[config.mk]
export PLATFORM = sky130hd
export DESIGN_NAME = sample_average_ascii_report_top_flat
export DESIGN_NICKNAME = d
export VERILOG_FILES = /design/src/rtl/core/saar_pkg.sv /design/src/rtl/core/saar_ifs.sv /design/src/rtl/core/saar_front.sv /design/src/rtl/core/saar_queue.sv /design/src/rtl/core/saar_back.sv /design/src/rtl/core/sample_average_ascii_report_top.sv /design/src/flat_wrapper.sv
export VERILOG_INCLUDE_DIRS = /design/src /design/src/rtl/core
export SDC_FILE = /design/constraint.sdc
export NUM_CORES = 1
export LEC_CHECK = 0
export ABC_CLOCK_PERIOD_IN_PS = 9800
export BUFFER_PORTS_ARGS = -buffer_cell sky130_fd_sc_hd__buf_4
export CORE_UTILIZATION = 57
export CTS_CLUSTER_SIZE = 28
export DETAILED_ROUTE_END_ITERATION = 12
export GPL_ROUTABILITY_DRIVEN = 0
export HOLD_SLACK_MARGIN = 0.08
export PLACE_DENSITY = 0.76
export SLEW_MARGIN = 30
export SYNTH_ARGS = -nofsm -noshare
export SYNTH_HDL_FRONTEND = slang
export SYNTH_SLANG_ARGS = --single-unit
[constraint.sdc]
create_clock -name clk -period 9.8 [get_ports clk]
set_clock_uncertainty 0.1 [all_clocks]
set_input_delay 1.47 -clock clk [delete_from_list [all_inputs] [get_ports clk]]
set_output_delay 1.47 -clock clk [all_outputs]
set_load 0.02 [all_outputs]
[src/rtl/core/sample_average_ascii_report_top_assert.svh]
// Assertion macros for the sample average report block.
// Expects clk and rst_n in the scope of each use.
`ifndef SAMPLE_AVERAGE_ASCII_REPORT_TOP_ASSERT_SVH
`define SAMPLE_AVERAGE_ASCII_REPORT_TOP_ASSERT_SVH
`ifndef SYNTHESIS
`define SAAR_ASSERT(name, prop) \
    name: assert property (@(posedge clk) disable iff (!rst_n) (prop)) \
        else $error("saar assertion failed");
`define SAAR_ASSERT_IMPLY(name, pre, post) \
    name: assert property (@(posedge clk) disable iff (!rst_n) (pre) |-> (post)) \
        else $error("saar implication failed");
`else
`define SAAR_ASSERT(name, prop)
`define SAAR_ASSERT_IMPLY(name, pre, post)
`endif
`endif

[src/rtl/core/saar_pkg.sv]
// Package for the sample average report block: sizes, report text, digit helpers.
// No dependencies.
`default_nettype none
package saar_pkg;

    localparam int BLOCK_SAMPLES = 32;
    localparam int SAMPLE_BITS   = 10;
    localparam int BLOCK_SHIFT   = $clog2(BLOCK_SAMPLES);
    localparam int COUNT_BITS    = $clog2(BLOCK_SAMPLES);
    localparam int SUM_BITS      = SAMPLE_BITS + BLOCK_SHIFT;
    localparam int MEAN_BITS     = SUM_BITS - BLOCK_SHIFT;
    localparam int THR_BITS      = 10;
    localparam int CMP_BITS      = (MEAN_BITS > THR_BITS) ? MEAN_BITS : THR_BITS;
    localparam logic [THR_BITS-1:0] THRESHOLD_RESET = 10'h200;

    localparam int QUEUE_DEPTH = 2;
    localparam int PTR_BITS    = $clog2(QUEUE_DEPTH);
    localparam int QCNT_BITS   = $clog2(QUEUE_DEPTH + 1);

    localparam int REPORT_LEN = 14;
    localparam int IDX_BITS   = $clog2(REPORT_LEN);
    localparam logic [IDX_BITS-1:0] IDX_FIRST_DIGIT = 4'd8;
    localparam logic [IDX_BITS-1:0] IDX_LAST_DIGIT  = 4'd11;
    localparam logic [IDX_BITS-1:0] IDX_LF          = 4'd12;
    localparam logic [IDX_BITS-1:0] IDX_CR          = 4'd13;

    localparam logic [7:0] ASCII_ZERO = 8'h30;
    localparam logic [7:0] ASCII_LF   = 8'h0A;
    localparam logic [7:0] ASCII_CR   = 8'h0D;

    localparam logic [7:0] ON_TEXT [8] = '{8'h4C, 8'h45, 8'h44, 8'h20,
                                           8'h4F, 8'h4E, 8'h20, 8'h20};
    localparam logic [7:0] OFF_TEXT [8] = '{8'h4C, 8'h45, 8'h44, 8'h20,
                                            8'h4F, 8'h46, 8'h46, 8'h20};

    localparam int PLACE_VALUE [4] = '{1000, 100, 10, 1};

    typedef struct packed {
        logic [MEAN_BITS-1:0] mean;
        logic                 led_on;
    } report_req_t;

    // decimal digit of value at position pos (0 = thousands)
    function automatic logic [3:0] digit_of(input logic [MEAN_BITS-1:0] value,
                                            input logic [1:0] pos);
        logic [3:0] d;
        d = 4'd0;
        for (int k = 1; k < 10; k++)
        begin
            if (int'(value) >= k * PLACE_VALUE[pos])
            begin
                d = d + 4'd1;
            end
        end
        return d;
    endfunction

    function automatic logic [MEAN_BITS-1:0] rem_after(input logic [MEAN_BITS-1:0] value,
                                                       input logic [1:0] pos,
                                                       input logic [3:0] d);
        return MEAN_BITS'(int'(value) - int'(d) * PLACE_VALUE[pos]);
    endfunction

endpackage
`default_nettype wire

[src/rtl/core/saar_ifs.sv]
// Handshake channel interfaces: sample input, report output, threshold write.
// Depends on saar_pkg.
`default_nettype none
interface saar_sample_if;
    import saar_pkg::*;
    logic                   valid;
    logic                   ready;
    logic [SAMPLE_BITS-1:0] sample;
    modport source (output valid, output sample, input ready);
    modport sink (input valid, input sample, output ready);
endinterface

interface saar_report_if;
    logic       valid;
    logic       ready;
    logic [7:0] character;
    logic       last;
    modport source (output valid, output character, output last, input ready);
    modport sink (input valid, input character, input last, output ready);
endinterface

interface saar_cfg_if;
    import saar_pkg::*;
    logic                valid;
    logic                ready;
    logic [THR_BITS-1:0] threshold;
    modport source (output valid, output threshold, input ready);
    modport sink (input valid, input threshold, output ready);
endinterface
`default_nettype wire

[src/rtl/core/saar_front.sv]
// Front end: sample accumulation, block mean, threshold compare, queue push.
// Depends on saar_pkg and saar_ifs.
`default_nettype none
module saar_front (
    input  wire                  clk,
    input  wire                  rst_n,
    saar_sample_if.sink          samples,
    saar_cfg_if.sink             cfg,
    input  wire                  q_full,
    output logic                 push,
    output saar_pkg::report_req_t push_data
);
    import saar_pkg::*;

    logic [SUM_BITS-1:0]   sum_reg, sum_next;
    logic [COUNT_BITS-1:0] count_reg;
    logic [THR_BITS-1:0]   threshold_reg;
    logic                  block_end;
    logic                  accept;

    assign block_end     = (count_reg == COUNT_BITS'(BLOCK_SAMPLES - 1));
    assign samples.ready = !(block_end && q_full);
    assign accept        = samples.valid && samples.ready;
    assign cfg.ready     = 1'b1;
    assign sum_next      = sum_reg + SUM_BITS'(samples.sample);

    assign push             = accept && block_end;
    assign push_data.mean   = sum_next[SUM_BITS-1:BLOCK_SHIFT];
    assign push_data.led_on = CMP_BITS'(sum_next[SUM_BITS-1:BLOCK_SHIFT])
                              < CMP_BITS'(threshold_reg);

    always_ff @(posedge clk or negedge rst_n)
    begin
        if (!rst_n)
        begin
            sum_reg       <= '0;
            count_reg     <= '0;
            threshold_reg <= THRESHOLD_RESET;
        end
        else
        begin
            if (cfg.valid)
            begin
                threshold_reg <= cfg.threshold;
            end
            if (accept)
            begin
                if (block_end)
                begin
                    sum_reg   <= '0;
                    count_reg <= '0;
                end
                else
                begin
                    sum_reg   <= sum_next;
                    count_reg <= count_reg + COUNT_BITS'(1);
                end
            end
        end
    end

endmodule
`default_nettype wire

[src/rtl/core/saar_queue.sv]
// Short queue of pending report requests between front and back.
// Depends on saar_pkg.
`default_nettype none
module saar_queue (
    input  wire                   clk,
    input  wire                   rst_n,
    input  wire                   push,
    input  saar_pkg::report_req_t push_data,
    output logic                  full,
    output logic                  q_valid,
    output saar_pkg::report_req_t q_data,
    input  wire                   pop
);
    import saar_pkg::*;

    report_req_t           entry_reg [QUEUE_DEPTH];
    logic [PTR_BITS-1:0]   wr_ptr_reg, rd_ptr_reg;
    logic [QCNT_BITS-1:0]  count_reg;
    logic                  do_push, do_pop;

    assign full    = (count_reg == QCNT_BITS'(QUEUE_DEPTH));
    assign q_valid = (count_reg != '0);
    assign q_data  = entry_reg[rd_ptr_reg];
    assign do_push = push && !full;
    assign do_pop  = pop && q_valid;

    always_ff @(posedge clk)
    begin
        if (do_push)
        begin
            entry_reg[wr_ptr_reg] <= push_data;
        end
    end

    always_ff @(posedge clk or negedge rst_n)
    begin
        if (!rst_n)
        begin
            wr_ptr_reg <= '0;
            rd_ptr_reg <= '0;
            count_reg  <= '0;
        end
        else
        begin
            if (do_push)
            begin
                wr_ptr_reg <= (wr_ptr_reg == PTR_BITS'(QUEUE_DEPTH - 1)) ? '0
                              : wr_ptr_reg + PTR_BITS'(1);
            end
            if (do_pop)
            begin
                rd_ptr_reg <= (rd_ptr_reg == PTR_BITS'(QUEUE_DEPTH - 1)) ? '0
                              : rd_ptr_reg + PTR_BITS'(1);
            end
            if (do_push && !do_pop)
            begin
                count_reg <= count_reg + QCNT_BITS'(1);
            end
            else if (do_pop && !do_push)
            begin
                count_reg <= count_reg - QCNT_BITS'(1);
            end
        end
    end

endmodule
`default_nettype wire

[src/rtl/core/saar_back.sv]
// Back end: walks one report request out as 14 characters, one digit per step.
// Depends on saar_pkg, saar_ifs and the assertion macro header.
`default_nettype none
`include "sample_average_ascii_report_top_assert.svh"
module saar_back (
    input  wire                   clk,
    input  wire                   rst_n,
    input  wire                   q_valid,
    input  saar_pkg::report_req_t q_data,
    output logic                  pop,
    saar_report_if.source         report
);
    import saar_pkg::*;

    logic                 busy_reg;
    logic                 led_on_reg;
    logic [IDX_BITS-1:0]  idx_reg;
    logic [MEAN_BITS-1:0] rem_reg, rem_next;
    logic                 out_valid_reg;
    logic [7:0]           char_reg, char_next;
    logic                 last_reg;
    logic                 load;
    logic [3:0]           digit;

    assign pop   = !busy_reg && q_valid;
    assign load  = busy_reg && (!out_valid_reg || report.ready);
    assign digit = digit_of(rem_reg, idx_reg[1:0]);

    assign report.valid     = out_valid_reg;
    assign report.character = char_reg;
    assign report.last      = last_reg;

    always_comb
    begin
        rem_next = rem_reg;
        priority if (idx_reg < IDX_FIRST_DIGIT)
        begin
            char_next = led_on_reg ? ON_TEXT[idx_reg[2:0]] : OFF_TEXT[idx_reg[2:0]];
        end
        else if (idx_reg <= IDX_LAST_DIGIT)
        begin
            char_next = ASCII_ZERO + 8'(digit);
            rem_next  = rem_after(rem_reg, idx_reg[1:0], digit);
        end
        else if (idx_reg == IDX_LF)
        begin
            char_next = ASCII_LF;
        end
        else
        begin
            char_next = ASCII_CR;
        end
    end

    always_ff @(posedge clk)
    begin
        if (pop)
        begin
            rem_reg    <= q_data.mean;
            led_on_reg <= q_data.led_on;
        end
        else if (load)
        begin
            rem_reg <= rem_next;
        end
        if (load)
        begin
            char_reg <= char_next;
            last_reg <= (idx_reg == IDX_CR);
        end
    end

    always_ff @(posedge clk or negedge rst_n)
    begin
        if (!rst_n)
        begin
            busy_reg      <= 1'b0;
            idx_reg       <= '0;
            out_valid_reg <= 1'b0;
        end
        else
        begin
            if (pop)
            begin
                busy_reg <= 1'b1;
                idx_reg  <= '0;
            end
            else if (load)
            begin
                idx_reg <= idx_reg + IDX_BITS'(1);
                if (idx_reg == IDX_CR)
                begin
                    busy_reg <= 1'b0;
                end
            end
            if (load)
            begin
                out_valid_reg <= 1'b1;
            end
            else if (report.ready)
            begin
                out_valid_reg <= 1'b0;
            end
        end
    end

    `SAAR_ASSERT_IMPLY(a_last_is_cr, report.valid && report.last, report.character == ASCII_CR)
    `SAAR_ASSERT_IMPLY(a_pop_when_free, pop, !busy_reg && !load)
    `SAAR_ASSERT(a_digits_used_up, load && idx_reg == IDX_LAST_DIGIT |=> rem_reg == '0)

endmodule
`default_nettype wire

[src/rtl/core/sample_average_ascii_report_top.sv]
// Top level of the sample average report block: front, queue, back.
// Depends on saar_pkg, saar_ifs, saar_front, saar_queue, saar_back.
//
//  channel  | dir | payload                 | request
//  samples  | in  | sample[9:0]             | one converter sample
//  report   | out | character[7:0], last    | one report character
//  cfg      | in  | threshold[9:0]          | threshold write, always ready
//
// One sample per cycle while samples.ready is high. A block of 32 samples yields 14
// characters that leave the back end after it pops their request from the queue.
// samples.ready falls only when a block-ending sample meets a full two-entry queue.
// The output register holds a character under stall while the next report is popped.
// Reset: threshold 512, sum and count zero, queue empty.
`default_nettype none
module sample_average_ascii_report_top (
    input  wire           clk,
    input  wire           rst_n,
    saar_sample_if.sink   samples,
    saar_report_if.source report,
    saar_cfg_if.sink      cfg
);
    import saar_pkg::*;

    logic        push, q_full, q_valid, pop;
    report_req_t push_data, q_data;

    saar_front u_front (
        .clk       (clk),
        .rst_n     (rst_n),
        .samples   (samples),
        .cfg       (cfg),
        .q_full    (q_full),
        .push      (push),
        .push_data (push_data)
    );

    saar_queue u_queue (
        .clk       (clk),
        .rst_n     (rst_n),
        .push      (push),
        .push_data (push_data),
        .full      (q_full),
        .q_valid   (q_valid),
        .q_data    (q_data),
        .pop       (pop)
    );

    saar_back u_back (
        .clk     (clk),
        .rst_n   (rst_n),
        .q_valid (q_valid),
        .q_data  (q_data),
        .pop     (pop),
        .report  (report)
    );

endmodule
`default_nettype wire

[src/flat_wrapper.sv]
// flat-port wrapper written by rule: the top's interface ports become plain ports
module sample_average_ascii_report_top_flat import saar_pkg::*;
  (clk, rst_n, samples_valid, samples_sample, samples_ready, report_valid, report_character, report_last, report_ready, cfg_valid, cfg_threshold, cfg_ready);
  saar_sample_if samples_i ();
  saar_report_if report_i ();
  saar_cfg_if cfg_i ();
  input  wire clk;
  input  wire rst_n;
  input wire logic [$bits(samples_i.valid)-1:0] samples_valid;
  input wire logic [$bits(samples_i.sample)-1:0] samples_sample;
  output wire logic [$bits(samples_i.ready)-1:0] samples_ready;
  output wire logic [$bits(report_i.valid)-1:0] report_valid;
  output wire logic [$bits(report_i.character)-1:0] report_character;
  output wire logic [$bits(report_i.last)-1:0] report_last;
  input wire logic [$bits(report_i.ready)-1:0] report_ready;
  input wire logic [$bits(cfg_i.valid)-1:0] cfg_valid;
  input wire logic [$bits(cfg_i.threshold)-1:0] cfg_threshold;
  output wire logic [$bits(cfg_i.ready)-1:0] cfg_ready;
  assign samples_i.valid = samples_valid;
  assign samples_i.sample = samples_sample;
  assign samples_ready = samples_i.ready;
  assign report_valid = report_i.valid;
  assign report_character = report_i.character;
  assign report_last = report_i.last;
  assign report_i.ready = report_ready;
  assign cfg_i.valid = cfg_valid;
  assign cfg_i.threshold = cfg_threshold;
  assign cfg_ready = cfg_i.ready;
  sample_average_ascii_report_top u_core (.clk(clk), .rst_n(rst_n), .samples(samples_i), .report(report_i), .cfg(cfg_i));
endmodule
==> summary.txt <==
vias in the first global route -> 6540
mapped cell area -> 7660 µm²
IO buf count -> 34
CP delay by family, top -> adder cells
Routed Wire Length -> 19000 µm
Die W -> 118 µm
post-DR vias/cell -> 5.98
worst path buffer plus inverter count -> 3
Clock Latency Late Sink -> 0.33 ns
Total Routing Usage GR -> 0.279
critical path's slowest cell -> fa_1
syn nets -> 955
fmax -> 102 MHz
Main synth FF type -> edfxtp_1
most numerous cell in the Yosys netlist -> ha_1
WHS -> 0.375 ns
number of max-cap violations -> 0
core area -> 13200 µm²
Setup crit end -> u_core.u_back.rem_reg[9]
global routing usage on met3 -> 0.0320
RSZ-0062 raised after global routing -> true
mean routed wirelength per cell -> 17.8 µm
# nets final -> 1040
reg2reg setup slack -> -0.03 ns
DRC Markers -> 0
failing checks -> setup timing
Layout area overhead -> 20.4%
GR Overflow Total -> 0
Syn. warnings -> 0
Clock Sinks -> 81
gr busiest metal -> met2
Synth Instances -> 802
antenna violations before repair -> 0
ANT nets after route -> 0
CTS tree -> built
Cell Rows -> 42
Critical Path Source -> u_core.u_back.idx_reg[0]
layout cell share with drive strength beyond 1 -> 0.238
Critical Path RT -> 9.88 ns
placed cell count -> 1023
type of origin of the critical path -> register
Synth Register Bits -> 81
CTS root buf -> clkbuf_16
Most common cell on crit path -> ha_4
final max-slew violation count -> 0
Synth top area share -> 0.184
max reg flops -> 22
Max Root-Sink Buffers -> 2
die area -> 13900 µm²
status -> finished with violations
Hold-fix buffers, CTS -> 0
met2 usage -> 0.524
CP Max Fanout -> 4
largest net degree at the start of global routing -> 41
Crit path largest cell delay -> 0.56 ns
top cells by area, synth -> ha_1 (18%), edfxtp_1 (16%), dfrtp_1 (13%)
Slew @ Worst Pin -> 0.899 ns
Final min period -> 9.83 ns
H-Tree Depth -> 3
FFs w/ async S/R, synth -> 0.494
critical path type -> reg2reg
TritonCTS buffer count -> 9
starting DRC count in detailed routing -> 387
Arrival @ worst endpoint -> 9.91 ns
final std cells w/o fill -> 1068
Synth top cells by count -> ha_1 (113), inv_1 (90), nand2_1 (65)
FF-to-FF Start -> u_core.u_back.idx_reg[0]
Post-synth EDFFs -> 41
max_slew headroom -> 0.397
register area share after synthesis -> 0.291
Critical R2R Capture -> u_core.u_back.rem_reg[9]
Cell variety after synth -> 97
via count -> 6389
# diodes -> 0
crit share post-route -> 1.00
endpoints failing setup -> 1
DRT Pass-1 Iters -> 5
critical path depth -> 50
Worst Slack Setup Final -> -0.0339 ns
Hold Vio Cnt, Final -> 0
syn_area_per_cell -> 9.56 µm²
Die Y -> 118 µm
dominant cell type by area after synthesis -> ha_1
# IOs -> 37
met1 Usage GRT -> 0.308
reg2reg path depth -> 50
endpoint class of the critical path -> register
initial core utilization -> 0.581
worst hold path type -> reg2reg
first-pass GRT wire length -> 31300 µm
clock-pin transition on the worst setup and hold timing paths -> 0.06 ns
post-detail-place hpwl -> 14100 µm
==> worst min path at each step <==
stage	start	end	slack, ns	depth (start not counted)
2_1_floorplan	u_core.u_front.sum_reg[0]	u_core.u_front.sum_reg[0]	0.34	2
3_3_place_gp	u_core.u_front.sum_reg[0]	u_core.u_front.sum_reg[0]	0.36	2
3_5_place_dp	u_core.u_front.sum_reg[0]	u_core.u_front.sum_reg[0]	0.37	2
4_1_cts	u_core.u_front.sum_reg[0]	u_core.u_front.sum_reg[0]	0.38	2
5_1_grt	u_core.u_front.sum_reg[0]	u_core.u_front.sum_reg[0]	0.41	2
6_report	u_core.u_front.sum_reg[0]	u_core.u_front.sum_reg[0]	0.38	2
==> area by class of cell <==
cell class | instances | area (µm²)
tap | 176 | 220
fill | 972 | 3960
multi-input combinational | 609 | 5390
timing repair buffer | 94 | 726
sequential | 81 | 2240
clock buffer | 12 | 268
clock inverter | 4 | 23.8
inverter | 92 | 363
==> kinds of logic (layout without fill, tap and decap cells) <==
logic type      count (synthesis)  count (layout)  synth area share
xor+xnor                       49              49            0.0697
flops                          81              81             0.291
mux                            18              18            0.0243
buf+inv                       112             202            0.0583
fa+ha+maj                     130             130             0.227
other cells                     2               2          0.000980
simple gates                  222             222             0.157
compound gates                188             188             0.172
==> per-stage QoR <==
| stage | utilization | cell area (µm²) | setup slack, ns | setup TNS (ns) |
|---|---|---|---|---|
| after detailed placement | 0.642 | 8460 | -0.211 | -0.260 |
| final | 0.700 | 9230 | -0.0339 | -0.0339 |
| after CTS | 0.683 | 9010 | -0.0504 | -0.0504 |
| after floorplan | - | 7860 | 0.0859 | 0 |
| after global routing | 0.700 | 9230 | -0.306 | -0.385 |
| after global placement | 0.642 | 8460 | 0.0314 | 0 |
==> what timing repair did <==
action,in CTS,in global routing
pin swaps,37,33
endpoints found under the setup margin,2,6
buffers inserted,21,8
resized for setup,19,37
==> worst reg2reg max path, delay by kind of cell (launching register included) <==
kind / cells / cell delay (ns)
fa+ha+maj: 12 / 3.30
simple gates: 17 / 2.62
compound gates: 15 / 2.46
flops: 1 / 0.46
xor+xnor: 2 / 0.32
mux: 1 / 0.28
buf+inv: 3 / 0.14
==> cells in the final DEF, fill, tap and decap left out, drive strengths merged, types with 4 or more instances in the layout <==
cell,Yosys,routed
a21o,13,13
a21boi,6,6
nand3,10,10
o211ai,9,9
nand2b,17,17
xnor3,4,4
buf,7,94
a22o,10,10
and2,14,14
a211o,4,4
nor3,8,8
o21ai,49,49
mux2,5,5
clkbuf,13,12
a211oi,5,5
mux2i,13,13
nand3b,6,6
fa,15,15
nor2b,17,17
ha,113,113
nor2,46,46
edfxtp,41,41
a31oi,7,7
nand2,65,65
o22ai,6,6
xor2,16,16
and3,6,6
or3,5,5
xnor2,28,28
o21a,4,4
o21bai,4,4
a21oi,42,42
a311oi,4,4
nand4,8,8
inv,92,93
or2,4,4
dfrtp,39,39
==> metal layers <==
layer	wire length, µm	part of all wire
met5	0	0
met4	865	0.045
met3	693	0.036
met2	9990	0.52
met1	7490	0.39
Power is left out: the tool's default activity adds up to more than one toggle a clock period on the data nets, which glitch-free logic cannot reach.
